$ cat src/sr2t_pkg.sv
// ----------------------------------------------------------------------------
// sr2t_pkg: shared definitions for the signed radix-to-text converter
// Widths, character codes, register indexes, state encoding and the
// alphabet lookup.
// ----------------------------------------------------------------------------
package sr2t_pkg;

    localparam int MAX_RADIX     = 16;
    localparam int VALUE_W       = 32;
    localparam int CHAR_W        = 8;
    localparam int DIGIT_W       = 4;
    localparam int NUM_SYMBOLS   = 16;
    localparam int ALPHA_W       = 64;
    localparam int ALPHA_ALL_W   = 2 * ALPHA_W;
    localparam int RADIX_W       = 5;
    localparam int CFG_ADDR_W    = 2;
    localparam int MAX_DIGITS    = 32;
    localparam int STACK_W       = MAX_DIGITS * DIGIT_W;
    localparam int CNT_W         = $clog2(MAX_DIGITS + 1);
    localparam int BITS_PER_STEP = 4;
    localparam int STEPS         = VALUE_W / BITS_PER_STEP;
    localparam int STEP_W        = $clog2(STEPS);
    localparam int SYM_IDX_W     = $clog2(NUM_SYMBOLS);

    localparam logic [CHAR_W-1:0] MINUS_CHAR = 8'h2D;
    localparam logic [CHAR_W-1:0] PLUS_CHAR  = 8'h2B;
    localparam logic [CHAR_W-1:0] NUL_CHAR   = 8'h00;

    typedef enum logic [CFG_ADDR_W-1:0] {
        REG_RADIX      = 2'd0,
        REG_ALPHA_LOW  = 2'd1,
        REG_ALPHA_HIGH = 2'd2
    } cfg_reg_t;

    typedef enum logic [4:0] {
        ST_IDLE  = 5'b00001,
        ST_CHECK = 5'b00010,
        ST_DIV   = 5'b00100,
        ST_SIGN  = 5'b01000,
        ST_EMIT  = 5'b10000
    } state_t;

    function automatic logic [CHAR_W-1:0] alpha_char(
        input logic [ALPHA_ALL_W-1:0] alpha,
        input logic [SYM_IDX_W-1:0]   d
    );
        return alpha[{d, 3'b000} +: CHAR_W];
    endfunction

endpackage

$ cat src/signed_radix_to_text.sv
// ----------------------------------------------------------------------------
// signed_radix_to_text: signed 32-bit integer to text in a configured radix
// Each input beat carries one integer; the block sends its text one character
// per beat: a minus sign for negative values, then the digits, most
// significant first, with tlast on the final character.
// ----------------------------------------------------------------------------
// Timing: digits are produced by a shared long divider that takes four
// dividend bits per cycle; digits are pushed on a stack of 4-bit entries
// and then sent at one character per cycle while the receiver is ready.
// After any register write the alphabet is validated, and no input beat is
// taken until the check is done. With an invalid alphabet (radix outside
// 2..16, a repeated character, a zero byte, '+' or '-') input beats are
// taken and dropped without output.
module signed_radix_to_text #(
    parameter int MAX_RADIX = sr2t_pkg::MAX_RADIX
) (
    input  logic                                  aclk,
    input  logic                                  aresetn,
    // value (signed)
    input  logic signed [sr2t_pkg::VALUE_W-1:0]   s_tdata,
    input  logic                                  s_tvalid,
    output logic                                  s_tready,
    // character
    output logic [sr2t_pkg::CHAR_W-1:0]           m_tdata,
    output logic                                  m_tlast,
    output logic                                  m_tvalid,
    input  logic                                  m_tready,
    input  logic                                  cfg_we,
    input  logic [sr2t_pkg::CFG_ADDR_W-1:0]       cfg_addr,
    input  logic [sr2t_pkg::ALPHA_W-1:0]          cfg_wdata
);
    import sr2t_pkg::*;

    state_t                   state_reg, state_next;
    logic [RADIX_W-1:0]       radix_reg, radix_next;
    logic [ALPHA_ALL_W-1:0]   alpha_reg, alpha_next;
    logic                     ok_reg, ok_next;
    logic [SYM_IDX_W-1:0]     chk_idx_reg, chk_idx_next;
    logic [VALUE_W-1:0]       div_reg, div_next;
    logic [DIGIT_W-1:0]       rem_reg, rem_next;
    logic [STEP_W-1:0]        step_reg, step_next;
    logic [STACK_W-1:0]       stack_reg, stack_next;
    logic [CNT_W-1:0]         cnt_reg, cnt_next;
    logic                     neg_reg, neg_next;
    logic                     m_tvalid_reg, m_tvalid_next;
    logic [CHAR_W-1:0]        m_char_reg, m_char_next;
    logic                     m_last_reg, m_last_next;

    logic [VALUE_W-1:0]       value_bits;
    logic [VALUE_W-1:0]       mag_in;
    logic [CHAR_W-1:0]        chk_char;
    logic                     chk_bad;
    logic                     radix_ok;
    logic [DIGIT_W-1:0]       div_rem;
    logic [BITS_PER_STEP-1:0] div_q;
    logic [VALUE_W-1:0]       div_shift;
    logic                     out_free;

    assign value_bits = s_tdata;
    assign mag_in     = value_bits[VALUE_W-1] ? (~value_bits) + 32'd1 : value_bits;
    assign radix_ok   = (radix_reg >= RADIX_W'(2)) && (radix_reg <= RADIX_W'(MAX_RADIX));
    assign out_free   = !m_tvalid_reg || m_tready;

    assign s_tready = (state_reg == ST_IDLE);
    assign m_tvalid = m_tvalid_reg;
    assign m_tdata  = m_char_reg;
    assign m_tlast  = m_last_reg;

    // Alphabet check for one symbol in use: a zero byte, '+' or '-', or equal to any later symbol in use
    always_comb begin
        chk_char = alpha_char(alpha_reg, chk_idx_reg);
        chk_bad  = 1'b0;
        if (({1'b0, chk_idx_reg} < radix_reg) &&
            (chk_char == NUL_CHAR || chk_char == PLUS_CHAR || chk_char == MINUS_CHAR)) begin
            chk_bad = 1'b1;
        end
        for (int j = 0; j < NUM_SYMBOLS; j++) begin
            if ((RADIX_W'(j) > {1'b0, chk_idx_reg}) && (RADIX_W'(j) < radix_reg) &&
                (alpha_char(alpha_reg, SYM_IDX_W'(j)) == chk_char)) begin
                chk_bad = 1'b1;
            end
        end
    end

    // Long division by radix, four dividend bits per cycle
    always_comb begin
        logic [DIGIT_W:0] r5;
        logic [DIGIT_W:0] r5_sub;
        div_rem = rem_reg;
        div_q   = '0;
        for (int k = 0; k < BITS_PER_STEP; k++) begin
            r5     = {div_rem, div_reg[VALUE_W-1-k]};
            r5_sub = r5 - radix_reg;
            if (r5 >= radix_reg) begin
                div_rem                       = r5_sub[DIGIT_W-1:0];
                div_q[BITS_PER_STEP-1-k]      = 1'b1;
            end else begin
                div_rem = r5[DIGIT_W-1:0];
            end
        end
        div_shift = {div_reg[VALUE_W-BITS_PER_STEP-1:0], div_q};
    end

    always_comb begin
        state_next    = state_reg;
        radix_next    = radix_reg;
        alpha_next    = alpha_reg;
        ok_next       = ok_reg;
        chk_idx_next  = chk_idx_reg;
        div_next      = div_reg;
        rem_next      = rem_reg;
        step_next     = step_reg;
        stack_next    = stack_reg;
        cnt_next      = cnt_reg;
        neg_next      = neg_reg;
        m_tvalid_next = m_tvalid_reg;
        m_char_next   = m_char_reg;
        m_last_next   = m_last_reg;

        if (m_tvalid_reg && m_tready) begin
            m_tvalid_next = 1'b0;
        end

        unique case (state_reg)
            ST_IDLE: begin
                if (s_tvalid && ok_reg) begin
                    neg_next   = value_bits[VALUE_W-1];
                    div_next   = mag_in;
                    rem_next   = '0;
                    step_next  = '0;
                    cnt_next   = '0;
                    state_next = ST_DIV;
                end
            end
            ST_CHECK: begin
                chk_idx_next = chk_idx_reg + SYM_IDX_W'(1);
                if (chk_bad) begin
                    ok_next = 1'b0;
                end
                if (chk_idx_reg == SYM_IDX_W'(NUM_SYMBOLS - 1)) begin
                    ok_next    = ok_reg && !chk_bad && radix_ok;
                    state_next = ST_IDLE;
                end
            end
            ST_DIV: begin
                div_next  = div_shift;
                rem_next  = div_rem;
                step_next = step_reg + STEP_W'(1);
                if (step_reg == STEP_W'(STEPS - 1)) begin
                    // push the digit; quotient stays in div_reg for the next pass
                    stack_next = {stack_reg[STACK_W-DIGIT_W-1:0], div_rem};
                    cnt_next   = cnt_reg + CNT_W'(1);
                    rem_next   = '0;
                    if (div_shift == '0 || cnt_reg == CNT_W'(MAX_DIGITS - 1)) begin
                        state_next = neg_reg ? ST_SIGN : ST_EMIT;
                    end
                end
            end
            ST_SIGN: begin
                if (out_free) begin
                    m_tvalid_next = 1'b1;
                    m_char_next   = MINUS_CHAR;
                    m_last_next   = 1'b0;
                    state_next    = ST_EMIT;
                end
            end
            ST_EMIT: begin
                if (out_free) begin
                    m_tvalid_next = 1'b1;
                    m_char_next   = alpha_char(alpha_reg, stack_reg[DIGIT_W-1:0]);
                    m_last_next   = (cnt_reg == CNT_W'(1));
                    stack_next    = {{DIGIT_W{1'b0}}, stack_reg[STACK_W-1:DIGIT_W]};
                    cnt_next      = cnt_reg - CNT_W'(1);
                    if (cnt_reg == CNT_W'(1)) begin
                        state_next = ST_IDLE;
                    end
                end
            end
            default: begin
                state_next = ST_IDLE;
            end
        endcase

        // Register writes must come only while idle (not enforced here); revalidate the alphabet after each
        if (cfg_we) begin
            unique case (cfg_reg_t'(cfg_addr))
                REG_RADIX:      radix_next = cfg_wdata[RADIX_W-1:0];
                REG_ALPHA_LOW:  alpha_next[ALPHA_W-1:0] = cfg_wdata;
                REG_ALPHA_HIGH: alpha_next[ALPHA_ALL_W-1:ALPHA_W] = cfg_wdata;
                default: ;
            endcase
            state_next   = ST_CHECK;
            chk_idx_next = '0;
            ok_next      = 1'b1;
        end
    end

    always_ff @(posedge aclk) begin
        if (!aresetn) begin
            state_reg    <= ST_IDLE;
            radix_reg    <= '0;
            alpha_reg    <= '0;
            ok_reg       <= 1'b0;
            chk_idx_reg  <= '0;
            m_tvalid_reg <= 1'b0;
        end else begin
            state_reg    <= state_next;
            radix_reg    <= radix_next;
            alpha_reg    <= alpha_next;
            ok_reg       <= ok_next;
            chk_idx_reg  <= chk_idx_next;
            m_tvalid_reg <= m_tvalid_next;
        end
    end

    always_ff @(posedge aclk) begin
        div_reg    <= div_next;
        rem_reg    <= rem_next;
        step_reg   <= step_next;
        stack_reg  <= stack_next;
        cnt_reg    <= cnt_next;
        neg_reg    <= neg_next;
        m_char_reg <= m_char_next;
        m_last_reg <= m_last_next;
    end

endmodule

$ cat config.mk
export PLATFORM = sky130hd
export DESIGN_NAME = signed_radix_to_text
export DESIGN_NICKNAME = d
export VERILOG_FILES = /design/src/sr2t_pkg.sv /design/src/signed_radix_to_text.sv
export SDC_FILE = /design/constraint.sdc
export NUM_CORES = 1
export LEC_CHECK = 0
export ABC_AREA = 1
export BUFFER_PORTS_ARGS = -buffer_cell sky130_fd_sc_hd__buf_2
export CAP_MARGIN = 20
export CORE_MARGIN = 2
export CORE_UTILIZATION = 43
export DETAILED_ROUTE_END_ITERATION = 10
export SYNTH_ARGS = -nofsm -noshare
export SYNTH_HDL_FRONTEND = slang
export SYNTH_SLANG_ARGS = --single-unit
$ cat constraint.sdc
create_clock -name aclk -period 8.5 [get_ports aclk]
set_input_delay 0 -clock aclk [delete_from_list [all_inputs] [get_ports aclk]]
set_output_delay 0 -clock aclk [all_outputs]
set_load 0.02 [all_outputs]
==> metrics.md, run 1 <==
| Metric | Value |
|---|---|
| Arrival time worst endpoint | `7.98 ns` |
| Pre-CTS setup slack | `0.752 ns` |
| Endpoint class of the critical path | `register` |
| Clk_lat worst skew | `0.61 ns` |
| Synthesis-to-layout area growth | `17.0%` |
| CTS tree | `yes` |
| H-tree levels | `2` |
| Layout Nets | `2851` |
| Final worst-path cycle share | `0.877` |
| Most common cell in the netlist | `nand2_1` |
| Grt ovf | `0` |
| Fin. Hold Viols | `0` |
| Synth warnings | `0` |
| First-pass GRT wire length | `95000 um` |
| Final Max Slew Viols | `0` |
| Post-Syn Area | `19100 um2` |
| # port buffers | `113` |
| Initial cell density of the core | `0.433` |
| Peak supply drop | `0.000165 V` |
| Slew @ Worst Pin | `1.10 ns` |
| Fill count | `4405` |
| Drt drc | `0` |
| Mean routed wirelength per cell | `18.6 um` |
| Clk slew on worst S/H paths | `0.06 ns` |
| Via density | `5.44` |
| Syn Inst Count | `2583` |
| Routed WL | `62200 um` |
| CP max stage cell | `dlygate4sd3_1` |
| FP Rows | `77` |
| Finished Core Util | `0.507` |
| Synth Net Count | `2722` |
| Total CTS buffers | `39` |
| Startpoint Class | `register` |
| Setup ws final | `1.05 ns` |
| Mean Syn Cell Area | `7.38 um2` |
| Worst slew margin | `0.259` |
| Core Box Area | `44000 um2` |
| Max Clk Rate | `0.134 GHz` |
| Post-route ant nets | `0` |
| Crit-path max FO | `10` |
| Die Span Y | `215 um` |
| Synthesized flop and latch total | `327` |
| Largest stage delay on the critical path | `0.58 ns` |
| Leak Pwr | `9.29 nW` |
| Dpl hpwl | `41600 um` |
| Violation count after the first detailed-route iteration | `1815` |
| Clock Sinks | `327` |
| Final clock skew | `0.0326 ns` |
| Yosys top cell by area | `edfxtp_1` |
| Clk buf depth | `3` |
| Dominant cells by area after synthesis | `edfxtp_1 29%, dfxtp_1 15%, nand2_1 13%` |
| Total GRT Usage | `0.263` |
| Largest net degree at the start of global routing | `126` |
| Max Cap Viol | `0` |
| Via count | `18132` |
| Hold crit path type | `in -> reg` |
| First drt pass iteration count | `6` |
| Final GP Congestion | `0.942` |
| Synth top area share | `0.288` |
| Die area | `46000 um2` |
| Setup-failing EPs final | `0` |
| Final setup TNS | `0 ns` |
| Status | `complete, no violations` |
| Clk root buf | `clkbuf_16` |
| Pwr per Cell Area | `206 nW/um2` |
| Diode count | `0` |
| WS Path Type | `reg -> reg` |
| Min Hold Slack | `0.139 ns` |
| Min cycle time layout | `7.45 ns` |
| RSZ-0062 raised after global routing | `no` |
| Register area share after synthesis | `0.439` |
| Top-Level Pins | `114` |
| Asr flop ratio synth | `0` |
| Via count of the first global-routing pass | `17129` |
| Chip width | `215 um` |
| Ys flop type | `edfxtp_1` |
| Distinct cells, synth | `54` |
| Share of layout cells above drive strength 1 | `0.0882` |
| Initial antenna violation count | `2` |
| Post-synth EDFFs | `183` |
| Worst Path Required | `9.03 ns` |
| Post-synth top cells | `636 x nand2_1, 388 x o21ai_0, 272 x inv_1, 246 x a21oi_1, 183 x edfxtp_1` |
[final cells by class]
class | count | area [um2] | area share
clock inverter | 17 | 258 | 0.0116
inverter | 283 | 1070 | 0.0481
sequential | 327 | 8380 | 0.376
timing repair buffer | 237 | 1790 | 0.0804
clock buffer | 55 | 1110 | 0.0496
multi-input combinational | 1824 | 8950 | 0.401
tap | 592 | 741 | 0.0332
[per-layer routing]
| metal | global-route usage | vias to the layer above | routed length (um) |
|---|---|---|---|
| met3 | 0.0474 | 157 | 4730 |
| met5 | 0 | - | 12 |
| met1 | 0.343 | 8408 | 26300 |
| met2 | 0.420 | 743 | 28200 |
| met4 | 0.129 | 2 | 2900 |
| li1 | - | 8822 | - |
[repair_timing]
action                                 CTS  global route
endpoints found under the hold margin  178             0
setup buffers                            0             2
gates resized for setup                  0             9
setup endpoints to repair                0            10
hold buffers                           103             0
[report_power, final]
group | internal, mW | total (mW) | switching [mW] | leakage (nW)
combinational | 0.351 | 0.984 | 0.633 | 5.77
sequential | 1.77 | 1.82 | 0.0517 | 2.85
clock | 1.07 | 1.80 | 0.725 | 0.664
[final timing paths]
path / start / end / slack, ns / depth (start not counted)
worst max-delay path: radix_reg[2] / state_reg[0] / 1.05 / 36
worst min-delay path: aresetn / alpha_reg[94] / 0.14 / 3
worst max register to register: radix_reg[2] / state_reg[0] / 1.05 / 36
worst min register to register: alpha_reg[5] / alpha_reg[5] / 0.47 / 2
[kinds of logic (layout without fill, tap and decap cells)]
kind of cell | Yosys count | count (layout) | share of synthesized area
buf+inv | 432 | 592 | 0.0955
mux | 2 | 2 | 0.00112
xor+xnor | 56 | 56 | 0.0257
flops | 327 | 327 | 0.439
simple gates | 1046 | 1046 | 0.229
compound gates | 684 | 684 | 0.184
fa+ha+maj | 36 | 36 | 0.0252
[cells in the final DEF (no fill, tap or decap), types with 3 or more instances in the layout]
cell and n:
xor2_1 46, inv_2 5, inv_1 271, a211oi_1 3, o31ai_1 7, nand3_1 162, dlygate4sd3_1 103, a31oi_1 5
a21oi_1 243, clkbuf_16 39, dfxtp_1 143, nor2_1 172, nor2_4 9, ha_1 32, buf_2 113, xnor2_1 10
nor4_1 13, clkbuf_8 7, clkinv_2 3, nand4_1 19, o21ai_0 386, nand2_2 12, clkinv_1 10, or2_2 4
edfxtp_1 183, nor3_1 11, o22ai_1 3, bufinv_16 5, o21ai_1 14, a21oi_4 3, nand2_1 632, a22oi_1 4
buf_4 19, clkbuf_1 9, fa_1 4
[critical path: cells and delay by family (launching register included)]
kind | cells | cell delay (ns)
buffers and inverters | 2 | 0.81
AND/OR/NAND/NOR | 11 | 1.14
AO/OA/AOI/OAI | 18 | 3.29
adder cells (fa/ha/maj) | 4 | 1.39
multiplexers | 1 | 0.34
flip-flops | 1 | 0.41
[metrics by stage]
step	cells	power [mW]	instance area [um2]
6_report	3335	4.60	22300
5_1_grt	3335	4.82	22300
3_3_place_gp	3156	2.74	19800
4_1_cts	3331	4.59	22200
2_1_floorplan	2583	2.49	19100
3_5_place_dp	3156	2.75	19800
Power figures use the tool's default switching activity.
==> run 2, diff against run 1 <==
--- a/config.mk
+++ b/config.mk
@@ -8,6 +8,7 @@
 export ABC_AREA = 1
 export BUFFER_PORTS_ARGS = -buffer_cell sky130_fd_sc_hd__buf_2
 export CAP_MARGIN = 20
+export CORE_ASPECT_RATIO = 2
 export CORE_MARGIN = 2
 export CORE_UTILIZATION = 43
 export DETAILED_ROUTE_END_ITERATION = 10
==> metrics.md, run 2 (synthesized netlist as in run 1, its figures left out) <==
| Metric | Value |
|---|---|
| Grt ovf | `0` |
| Fin. Hold Viols | `0` |
| Final clock skew | `0.0197 ns` |
| Clk slew on worst S/H paths | `0.07 ns` |
| First-pass GRT wire length | `108000 um` |
| Crit-path max FO | `10` |
| Die area | `46200 um2` |
| Drt drc | `0` |
| Tot Pwr | `4.39 mW` |
| Logic pwr share | `0.230` |
| Synthesis-to-layout area growth | `15.6%` |
| Initial cell density of the core | `0.433` |
| Layout Nets | `2854` |
| Worst path most repeated cell | `nand2_1` |
| Hold crit path type | `in -> reg` |
| H-tree levels | `2` |
| Largest net degree at the start of global routing | `104` |
| Worst Path Required | `8.99 ns` |
| Setup ws final | `0.763 ns` |
| Reg power frac | `0.415` |
| Finished Cell Area | `22000 um2` |
| Clk_lat worst skew | `0.56 ns` |
| Pwr per Cell Area | `199 nW/um2` |
| Pint | `2.98 mW` |
| Initial antenna violation count | `0` |
| Final GP Congestion | `0.992` |
| Violation count after the first detailed-route iteration | `1324` |
| Final worst-path cycle share | `0.910` |
| Max Clk Rate | `0.129 GHz` |
| Core Box Area | `44100 um2` |
| Net Switching | `1.40 mW` |
| Chip width | `153 um` |
| Peak supply drop | `0.000154 V` |
| Placed instance area | `19800 um2` |
| Via density | `5.58` |
| Routed WL | `72200 um` |
| Finished Core Util | `0.500` |
| RSZ-0062 raised after global routing | `no` |
| Pre-CTS setup slack | `0.563 ns` |
| Final Max Slew Viols | `0` |
| Min cycle time layout | `7.74 ns` |
| Arrival time worst endpoint | `8.23 ns` |
| Commonest non-fill, non-tap cell in the layout | `nand2_1` |
| Startpoint Class | `register` |
| Share of layout cells above drive strength 1 | `0.0857` |
| Worst slew margin | `0.207` |
| Total GRT Usage | `0.307` |
| Clk root buf | `clkbuf_16` |
| Most frequent cells in the layout | `634 x nand2_1, 386 x o21ai_0, 271 x inv_1` |
| Fill count | `4489` |
| CP max stage cell | `dlygate4sd3_1` |
| Dpl hpwl | `51200 um` |
| Leak Pwr | `9.18 nW` |
| Mean routed wirelength per cell | `21.9 um` |
| Setup-failing EPs final | `0` |
| Top-Level Pins | `114` |
| Post-route ant nets | `0` |
| WS Path Type | `reg -> reg` |
| Clk buf depth | `3` |
| Clock power frac | `0.355` |
| Status | `complete, no violations` |
| Via count of the first global-routing pass | `18193` |
| Max Cap Viol | `0` |
| Largest stage delay on the critical path | `0.59 ns` |
| Endpoint class of the critical path | `register` |
| Sw frac | `0.320` |
| Slew @ Worst Pin | `1.18 ns` |
| Via count | `18411` |
| Clock Sinks | `327` |
| FP Rows | `109` |
| Die Span Y | `302 um` |
| Total CTS buffers | `35` |
| First drt pass iteration count | `8` |
| # port buffers | `113` |
| Final setup TNS | `0 ns` |
| CTS tree | `yes` |
## run 2: changes by cell type in the layout (fill, tap and decap cells not counted), sizes merged
cell	delta
buf	+3
bufinv	-3
clkbuf	-7
clkinvlp	+1
diode	+1
dlygate4sd3	+3
inv	+1
## run 2: metrics by stage
step	hold WS, ns	std cells
after global placement	0.296	3123
after global routing	0.0225	3296
after floorplan	0.0989	2583
after detailed placement	0.303	3123
final	0.0357	3297
after CTS	0.0144	3292
## run 2: layout make-up
class	count	area [um2]	share of cell area
clock buffers	47	961	0.0436
repair buffers	244	1810	0.0823
flip-flops and latches	327	8380	0.380
well taps	555	694	0.0315
inverters	283	1070	0.0487
multi-input cells	1824	8940	0.406
diodes	1	2.50	0.000114
clock inverters	16	173	0.00784
## run 2: worst paths after layout
path / from / to / slack, ns / cells after the start
setup reg to reg: radix_reg[1] / state_reg[0] / 0.76 / 37
setup / recovery: radix_reg[1] / state_reg[0] / 0.76 / 37
hold reg to reg: alpha_reg[5] / alpha_reg[5] / 0.47 / 2
hold / removal: s_tdata[5] / div_reg[5] / 0.04 / 3
## run 2: power by group through the flow
| stage | sequential, mW | combinational (mW) | clock, mW |
|---|---|---|---|
| floorplan | 1.84 | 0.652 | 0 |
| global placement | 1.85 | 0.913 | 0 |
| detailed placement | 1.85 | 0.927 | 0 |
| CTS | 1.82 | 0.969 | 1.58 |
| global route | 1.83 | 1.12 | 1.64 |
| finish | 1.82 | 1.01 | 1.56 |
## run 2: critical path: cells and delay by family (launching register included)
family | cells | cell delay, ns
compound gates | 16 | 3.24
fa+ha+maj | 4 | 1.26
buf+inv | 4 | 0.96
simple gates | 12 | 1.41
mux | 1 | 0.36
flops | 1 | 0.45
## run 2: metal layers
layer  vias to the layer above  share of wire  global-route usage
li1                       8818              -                   -
met1                      8602           0.35               0.314
met2                       702           0.50               0.548
met3                       289          0.048              0.0387
met4                         0           0.11               0.274
met5                         -              0                   0
## run 2: what timing repair did
item / CTS / global route
setup buffers: 0 / 2
endpoints found under the setup margin: 0 / 4
endpoints found under the hold margin: 173 / 0
resized for setup: 0 / 5
hold buffers: 106 / 0
